### src/rtl/pcbsa_pkg.sv
// shared types, constants and helpers for the per-class bitmap slot allocator
package pcbsa_pkg;

  localparam int unsigned ClassCount = 8;
  localparam int unsigned SlotsMax   = 64;
  localparam int unsigned MapWidth   = 64;
  localparam int unsigned ClassIdxW  = (ClassCount > 1) ? $clog2(ClassCount) : 1;
  localparam int unsigned ClassIdW   = 4;
  localparam int unsigned SlotW      = 6;
  localparam int unsigned CountW     = 7;
  localparam int unsigned CfgAddrW   = 4;
  localparam int unsigned InDataW    = 16;
  localparam int unsigned OutDataW   = 144;

  typedef enum logic [1:0] {
    OP_PUT        = 2'd0,
    OP_TAKE       = 2'd1,
    OP_FREE_ALLOC = 2'd2
  } op_e;

  // commands from the controller to the datapath
  typedef struct packed {
    logic capture;
    logic execute;
  } pcbsa_cmd_t;

  // index of the lowest set bit, zero when none is set
  function automatic logic [SlotW-1:0] lowest_set(input logic [MapWidth-1:0] v);
    logic [SlotW-1:0] idx;
    idx = '0;
    for (int i = MapWidth - 1; i >= 0; i--) begin
      if (v[i]) begin
        idx = SlotW'(i);
      end
    end
    return idx;
  endfunction

endpackage

### src/rtl/pcbsa_ctrl.sv
// controller: input capture, execute step and output register valid
module pcbsa_ctrl import pcbsa_pkg::*; (
  input  logic       clk_i,
  input  logic       rst_ni,
  input  logic       in_valid_i,
  output logic       in_ready_o,
  output logic       out_valid_o,
  input  logic       out_ready_i,
  output pcbsa_cmd_t cmd_o
);

  typedef enum logic {
    ST_IDLE,
    ST_EXEC
  } state_e;

  state_e state_q, state_d;
  logic   out_valid_q, out_valid_d;
  logic   can_load;

  assign can_load    = !out_valid_q || out_ready_i;
  assign in_ready_o  = (state_q == ST_IDLE);
  assign out_valid_o = out_valid_q;

  always_comb begin
    state_d       = state_q;
    cmd_o.capture = 1'b0;
    cmd_o.execute = 1'b0;
    unique case (state_q)
      ST_IDLE: begin
        if (in_valid_i) begin
          cmd_o.capture = 1'b1;
          state_d       = ST_EXEC;
        end
      end
      ST_EXEC: begin
        // wait until the result register is free or being drained
        if (can_load) begin
          cmd_o.execute = 1'b1;
          state_d       = ST_IDLE;
        end
      end
      default: state_d = ST_IDLE;
    endcase

    if (cmd_o.execute) begin
      out_valid_d = 1'b1;
    end else if (out_ready_i) begin
      out_valid_d = 1'b0;
    end else begin
      out_valid_d = out_valid_q;
    end
  end

  always_ff @(posedge clk_i or negedge rst_ni) begin
    if (!rst_ni) begin
      state_q     <= ST_IDLE;
      out_valid_q <= 1'b0;
    end else begin
      state_q     <= state_d;
      out_valid_q <= out_valid_d;
    end
  end

endmodule

### src/rtl/pcbsa_datapath.sv
// datapath: class bitmaps, slot counts, find-first-free and result register
module pcbsa_datapath import pcbsa_pkg::*; (
  input  logic                  clk_i,
  input  logic                  rst_ni,
  input  pcbsa_cmd_t            cmd_i,
  input  logic [1:0]            op_i,
  input  logic [ClassIdW-1:0]   size_cls_i,
  input  logic [SlotW-1:0]      slot_i,
  input  logic                  cfg_we_i,
  input  logic [CfgAddrW-1:0]   cfg_addr_i,
  input  logic [CountW-1:0]     cfg_wdata_i,
  output logic                  ok_o,
  output logic [SlotW-1:0]      taken_slot_o,
  output logic [MapWidth-1:0]   free_map_o,
  output logic [MapWidth-1:0]   alloc_map_o,
  output logic [ClassCount-1:0] touched_mask_o
);

  logic [1:0]            op_q;
  logic [ClassIdW-1:0]   cls_q;
  logic [SlotW-1:0]      slot_q;

  logic [CountW-1:0]     count_q [ClassCount];
  logic [MapWidth-1:0]   free_q  [ClassCount];
  logic [MapWidth-1:0]   alloc_q [ClassCount];
  logic [ClassCount-1:0] touched_q, touched_d;

  logic                  ok_q;
  logic [SlotW-1:0]      taken_q;
  logic [MapWidth-1:0]   free_out_q, alloc_out_q;
  logic [ClassCount-1:0] touched_out_q;

  logic [ClassIdxW-1:0]  idx;
  logic                  cls_ok, slot_ok, ok;
  logic [MapWidth-1:0]   cur_free, cur_alloc, new_free, new_alloc, sel_bit, take_bit;
  logic [SlotW-1:0]      low_slot, taken;

  assign idx       = cls_q[ClassIdxW-1:0];
  assign cls_ok    = ({1'b0, cls_q} < (ClassIdW + 1)'(ClassCount));
  assign cur_free  = cls_ok ? free_q[idx]  : '0;
  assign cur_alloc = cls_ok ? alloc_q[idx] : '0;
  assign slot_ok   = cls_ok && ({1'b0, slot_q} < count_q[idx]);
  assign sel_bit   = MapWidth'(1) << slot_q;
  assign low_slot  = lowest_set(cur_free);
  assign take_bit  = MapWidth'(1) << low_slot;

  always_comb begin
    new_free  = cur_free;
    new_alloc = cur_alloc;
    touched_d = touched_q;
    ok        = 1'b0;
    taken     = '0;
    unique case (op_e'(op_q))
      OP_PUT: begin
        if (slot_ok && ((cur_free | cur_alloc) & sel_bit) == '0) begin
          new_free  = cur_free | sel_bit;
          touched_d = touched_q | (ClassCount'(1) << idx);
          ok        = 1'b1;
        end
      end
      OP_TAKE: begin
        if (cls_ok && cur_free != '0) begin
          new_free  = cur_free & ~take_bit;
          new_alloc = cur_alloc | take_bit;
          taken     = low_slot;
          ok        = 1'b1;
        end
      end
      OP_FREE_ALLOC: begin
        if (slot_ok && (cur_alloc & sel_bit) != '0 && (cur_free & sel_bit) == '0) begin
          new_alloc = cur_alloc & ~sel_bit;
          new_free  = cur_free | sel_bit;
          ok        = 1'b1;
        end
      end
      default: begin
        // unused operation code: rejected, maps still reported
        ok = 1'b0;
      end
    endcase
  end

  // captured request
  always_ff @(posedge clk_i) begin
    if (cmd_i.capture) begin
      op_q   <= op_i;
      cls_q  <= size_cls_i;
      slot_q <= slot_i;
    end
  end

  // per-class state and slot counts
  always_ff @(posedge clk_i or negedge rst_ni) begin
    if (!rst_ni) begin
      for (int i = 0; i < ClassCount; i++) begin
        count_q[i] <= CountW'(SlotsMax);
        free_q[i]  <= '0;
        alloc_q[i] <= '0;
      end
      touched_q <= '0;
    end else begin
      if (cfg_we_i && ({1'b0, cfg_addr_i} < (CfgAddrW + 1)'(ClassCount))) begin
        count_q[cfg_addr_i[ClassIdxW-1:0]] <= cfg_wdata_i;
      end
      if (cmd_i.execute && cls_ok) begin
        free_q[idx]  <= new_free;
        alloc_q[idx] <= new_alloc;
        touched_q    <= touched_d;
      end
    end
  end

  // result register
  always_ff @(posedge clk_i) begin
    if (cmd_i.execute) begin
      ok_q          <= ok;
      taken_q       <= taken;
      free_out_q    <= new_free;
      alloc_out_q   <= new_alloc;
      touched_out_q <= touched_d;
    end
  end

  assign ok_o           = ok_q;
  assign taken_slot_o   = taken_q;
  assign free_map_o     = free_out_q;
  assign alloc_map_o    = alloc_out_q;
  assign touched_mask_o = touched_out_q;

endmodule

### src/rtl/per_class_bitmap_slot_allocator.sv
// top level of the per-class bitmap slot allocator
// Each request has a capture step for the transfer and an execute step where the
// class's free and allocated bitmaps are read, the 64-bit find-first-free encoder
// and the map update run, and the result register is loaded. A new request is
// accepted in the cycle after the execute step even while the previous result is
// still waiting; the execute step holds only when the result register is full and
// not being drained. The user must write slot counts over the cfg port only while
// idle, which the block does not enforce. Writes to indexes at or above the class
// count are ignored and a count above 64 acts as 64. Maps and touched mask reset.
module per_class_bitmap_slot_allocator import pcbsa_pkg::*; (
  input  logic                clk_i,
  input  logic                rst_ni,
  input  logic                s_axis_tvalid,
  output logic                s_axis_tready,
  // operation[1:0], size_cls[5:2], slot[11:6], zero pad [15:12]
  input  logic [InDataW-1:0]  s_axis_tdata,
  output logic                m_axis_tvalid,
  input  logic                m_axis_tready,
  // ok[0], taken_slot[6:1], free_map[70:7], alloc_map[134:71],
  // touched_mask[142:135], zero pad [143]
  output logic [OutDataW-1:0] m_axis_tdata,
  input  logic                cfg_we_i,
  input  logic [CfgAddrW-1:0] cfg_addr_i,
  input  logic [CountW-1:0]   cfg_wdata_i
);

  pcbsa_cmd_t            cmd;
  logic                  ok;
  logic [SlotW-1:0]      taken_slot;
  logic [MapWidth-1:0]   free_map, alloc_map;
  logic [ClassCount-1:0] touched_mask;

  pcbsa_ctrl u_ctrl (
    .clk_i       (clk_i),
    .rst_ni      (rst_ni),
    .in_valid_i  (s_axis_tvalid),
    .in_ready_o  (s_axis_tready),
    .out_valid_o (m_axis_tvalid),
    .out_ready_i (m_axis_tready),
    .cmd_o       (cmd)
  );

  pcbsa_datapath u_dp (
    .clk_i          (clk_i),
    .rst_ni         (rst_ni),
    .cmd_i          (cmd),
    .op_i           (s_axis_tdata[1:0]),
    .size_cls_i     (s_axis_tdata[5:2]),
    .slot_i         (s_axis_tdata[11:6]),
    .cfg_we_i       (cfg_we_i),
    .cfg_addr_i     (cfg_addr_i),
    .cfg_wdata_i    (cfg_wdata_i),
    .ok_o           (ok),
    .taken_slot_o   (taken_slot),
    .free_map_o     (free_map),
    .alloc_map_o    (alloc_map),
    .touched_mask_o (touched_mask)
  );

  assign m_axis_tdata = {1'b0, touched_mask, alloc_map, free_map, taken_slot, ok};

endmodule

### config.mk
export PLATFORM = sky130hd
export DESIGN_NAME = per_class_bitmap_slot_allocator
export DESIGN_NICKNAME = d
export VERILOG_FILES = /design/src/rtl/pcbsa_pkg.sv /design/src/rtl/pcbsa_ctrl.sv /design/src/rtl/pcbsa_datapath.sv /design/src/rtl/per_class_bitmap_slot_allocator.sv
export SDC_FILE = /design/constraint.sdc
export NUM_CORES = 2
export LEC_CHECK = 0
export BUFFER_PORTS_ARGS = -buffer_cell sky130_fd_sc_hd__buf_2
export CAP_MARGIN = 0
export CELL_PAD_IN_SITES_DETAIL_PLACEMENT = 2
export CELL_PAD_IN_SITES_GLOBAL_PLACEMENT = 2
export CORE_MARGIN = 5
export CORE_UTILIZATION = 43
export DETAILED_ROUTE_END_ITERATION = 6
export PLACE_DENSITY_LB_ADDON = 0.1
export SLEW_MARGIN = 40
export SYNTH_ARGS = -nofsm -noshare
export SYNTH_HDL_FRONTEND = slang
export SYNTH_SLANG_ARGS = --single-unit
### constraint.sdc
create_clock -name clk_i -period 6.75 [get_ports clk_i]
set_input_delay 1.35 -clock clk_i [delete_from_list [all_inputs] [get_ports clk_i]]
set_output_delay 1.35 -clock clk_i [all_outputs]
set_load 0.005 [all_outputs]
==> metrics.log <==
[metrics] clock power share: 29.3%
[metrics] via count of the first global-routing pass: 50000
[metrics] maximum number of buffers from clock root to sink: 3
[metrics] count of unique library cells instantiated by Yosys: 122
[metrics] maximum frequency from static timing analysis: 168 MHz
[metrics] met2 routed wirelength: 117000 um
[metrics] worst supply voltage drop on vdd: 0.328 mV
[metrics] areal power density over the cells: 388 nW/um^2
[metrics] growth of design area from synthesis to finish: 15.0%
[metrics] Min-Delay Path Class: reg2reg
[metrics] Clk pin slew, worst setup/hold paths: 0.06 ns
[metrics] Final Slew Violations: 0
[metrics] flop and latch count out of synthesis: 1245
[metrics] number of I/O port buffers: 172
[metrics] largest net degree at the start of global routing: 145
[metrics] proportion of netlist area held by the largest area contributor: 45.7%
[metrics] post-route ant nets: 0
[metrics] number of enable flip-flop cells after synthesis: 155
[metrics] via count: 45200
[metrics] Core ar.: 137000 um^2
[metrics] WL final: 241000 um
[metrics] total power after layout: 26.4 mW
[metrics] DR vias/cell: 6.30
[metrics] static leakage power: 30.2 nW
[metrics] number of placement rows: 136
[metrics] final cell area excluding filler cells: 68200 um^2
[metrics] endpoint class of the critical path: register
[metrics] level count of the clock H-tree: 4
[metrics] clock buffer count from CTS: 140
[metrics] initial antenna violation count: 8
[metrics] syn_nets: 5093
[metrics] dominant synthesized flop cell: sky130_fd_sc_hd__dfrtp_1
[metrics] initial cell density of the core: 43.2%
[metrics] Switching Fraction: 36.5%
[metrics] combined global-route utilization of all metal layers: 32.7%
[metrics] Critical Path RT: 7.42 ns
[metrics] weighted congestion reported at the end of routability-driven placement: 1.02
[metrics] Hold Fails Final Rpt: 0
[metrics] # Post-CTS Setup Buffers: 0
[metrics] maximum fanout count along the critical path: 11
[metrics] final layout net count: 5296
[metrics] Worst Max-Slew Pin Slew: 0.968 ns
[metrics] initial drt markers: 3658
[metrics] root buffer cell: sky130_fd_sc_hd__clkbuf_16
[metrics] share of total power in combinational logic: 30.9%
[metrics] length of routed met3 wiring: 12900 um
[metrics] crit path time final: 5.94 ns
[metrics] I/O pin total: 178
[metrics] Slew HR: 35.2%
[metrics] setup violation total in the final timing report: 0
[metrics] die height: 381 um
[metrics] total area of multi-input combinational cells: 25600 um^2
[metrics] unrepaired setup endpoints after global routing: no
[metrics] share of synthesized flip-flops with an asynchronous set or reset: 87.6%
[metrics] DRT Pass-1 Iters: 6
[metrics] cell area after technology mapping: 59300 um^2
[metrics] Reg power frac: 39.8%
[metrics] hold buffer count at CTS: 0
[metrics] HPWL Detailed: 162000 um
[metrics] global-route wire length before repair: 355000 um
[metrics] # fillers: 13400
[metrics] TritonCTS clock tree: yes
[metrics] synthesis warning total: 0
[metrics] worst-case clock skew: 0.0537 ns
[metrics] result of the run: completed
[metrics] critical path type: reg2reg
[metrics] DRC Markers: 0
[metrics] share of synthesized area occupied by flip-flops and latches: 53.9%
[metrics] number of resized instances in the post-cts repair step: 0
[metrics] GRT Residual Overflow: 0
[metrics] Routed WL per cell: 33.6 um
[metrics] top routing layer in use: met5
[metrics] commonest cells after routing, fill and taps aside: sky130_fd_sc_hd__dfrtp_1 (1082), sky130_fd_sc_hd__nand2_1 (601), sky130_fd_sc_hd__mux2_2 (534), sky130_fd_sc_hd__o21ai_0 (436), sky130_fd_sc_hd__nor2_1 (312)
[metrics] CP startpoint kind: register
[metrics] sinks on the clock net: 1245
[metrics] post-synthesis area per instance: 11.7 um^2
[metrics] worst setup slack after placement: 0.963 ns
[metrics] share of cells above drive strength 1: 28.2%
[metrics] Die Outline Area: 145000 um^2
[metrics] final worst setup slack: 0.806 ns
[metrics] Synth Instances: 5052
[metrics] Die W: 381 um
[metrics] top post-synthesis cells by area: sky130_fd_sc_hd__dfrtp_1 (46%), sky130_fd_sc_hd__mux2_2 (10%), sky130_fd_sc_hd__edfxtp_1 (7.8%)
[metrics] leading area contributor after synthesis: sky130_fd_sc_hd__dfrtp_1
[metrics] final clock period utilization by the worst path: 88.1%
[metrics] worst skew pair latency: 0.81 ns
[metrics] net switching power figure: 9.66 mW
[metrics] total area of sequential cells: 31900 um^2
[metrics] internal portion of total power: 16.8 mW
[metrics] number of maximum-capacitance violations: 0
[metrics] data arrival time of the worst path: 6.62 ns
[metrics] routed length on met1: 101000 um
[metrics] most common library cell in the layout ignoring fill and taps: sky130_fd_sc_hd__dfrtp_1
[metrics] Sum Neg Setup Slack: 0 ns
[metrics] standard cell area after detailed placement: 63500 um^2
## critical path: stages, from the launching register on
cell and delay [ns]:
sky130_fd_sc_hd__edfxtp_1 0.78, sky130_fd_sc_hd__buf_4 0.36, sky130_fd_sc_hd__or2_2 0.65, sky130_fd_sc_hd__o22ai_1 0.44
sky130_fd_sc_hd__nor3_2 0.50, sky130_fd_sc_hd__nor4_1 0.12, sky130_fd_sc_hd__buf_4 0.20, sky130_fd_sc_hd__nand2_1 0.07
sky130_fd_sc_hd__nor2_1 0.09, sky130_fd_sc_hd__o41a_1 0.59, sky130_fd_sc_hd__nor2_1 0.68, sky130_fd_sc_hd__nand2_1 0.47
sky130_fd_sc_hd__o21a_1 0.48, sky130_fd_sc_hd__o21ai_0 0.36
## cell families after synthesis
group                      after synthesis  share of synthesized area (%)
adders and majority gates                9                          0.190
AOI/OAI and AO/OA                     1121                           12.4
other                                    1                        0.00632
muxes                                  915                           20.0
DFF                                   1245                           53.9
buffers and inverters                  459                           3.62
and+or+nand+nor                       1302                           9.95
## final timing paths
check / start / to / slack, ns / cells after the start
min in group asynchronous: rst_ni / u_dp.free_q[176]$_DFFE_PN0P_ / 0.49 / 1
min: u_dp.touched_q[4]$_DFFE_PN0P_ / u_dp.touched_q[4]$_DFFE_PN0P_ / 0.46 / 1
max in group asynchronous: rst_ni / u_dp.count_q[8]$_DFFE_PN0P_ / 4.59 / 4
max: u_dp.cls_q[2]$_DFFE_PP_ / u_dp.alloc_q[317]$_DFFE_PN0P_ / 0.81 / 13
max reg2reg: u_dp.cls_q[2]$_DFFE_PP_ / u_dp.alloc_q[317]$_DFFE_PN0P_ / 0.81 / 13
min reg2reg: u_dp.touched_q[4]$_DFFE_PN0P_ / u_dp.touched_q[4]$_DFFE_PN0P_ / 0.46 / 1
## routing by layer
layer / track usage (%) / up-vias
li1: - / 18900
met1: 43.2 / 24400
met2: 54.7 / 1439
met3: 5.34 / 470
met4: 12.3 / 2
met5: 0 / -
## sequential cells by signal, indices dropped and copies added (netlist names), 6 cells and up
| name | flops |
|---|---|
| u_dp.alloc_map_o | 64 |
| u_dp.alloc_q | 512 |
| u_dp.count_q | 56 |
| u_dp.free_map_o | 64 |
| u_dp.free_q | 512 |
| u_dp.slot_q | 6 |
| u_dp.taken_slot_o | 6 |
| u_dp.touched_mask_o | 8 |
| u_dp.touched_q | 8 |
## power by group through the flow
stage                     Sequential (mW)  Combinational, mW  Clock (mW)
after floorplan                      10.3               4.58           0
final                                10.5               8.18        7.75
after detailed placement             10.6               7.93           0
after CTS                            10.5               8.05        7.88
after global routing                 10.7               8.57        8.23
after global placement               10.4               7.58           0
## area by class of cell
| cell class | instances | share of cell area, % |
|---|---|---|
| tap | 1794 | 3.29 |
| antenna | 4 | 0.0147 |
| timing repair buffer | 438 | 5.08 |
| clock buffer | 198 | 5.82 |
| inverter | 82 | 0.455 |
| sequential | 1245 | 46.8 |
| clock inverter | 59 | 0.987 |
| multi-input combinational | 3348 | 37.5 |
## metrics by stage
stage          cells  util, %  hold WS, ns
6_report        7168     49.7        0.457
2_1_floorplan   5052        -        0.422
5_1_grt         7164     49.7        0.479
4_1_cts         7163     49.6        0.456
3_3_place_gp    6897     46.0        0.433
3_5_place_dp    6906     46.2        0.442
## cells in the mapped netlist (all sizes together) (29+ instances only)
cell / count
o21ai: 495
mux2: 535
mux2i: 218
a21oi: 171
a22oi: 102
inv: 82
clkbuf: 261
edfxtp: 155
dfrtp: 1082
nor2: 328
a31oi: 50
buf: 116
mux4: 162
nor3: 61
o21a: 29
nand4: 35
nand2: 609
o22ai: 36
nand3: 60
Note: power is estimated with default switching activity, not from simulation.
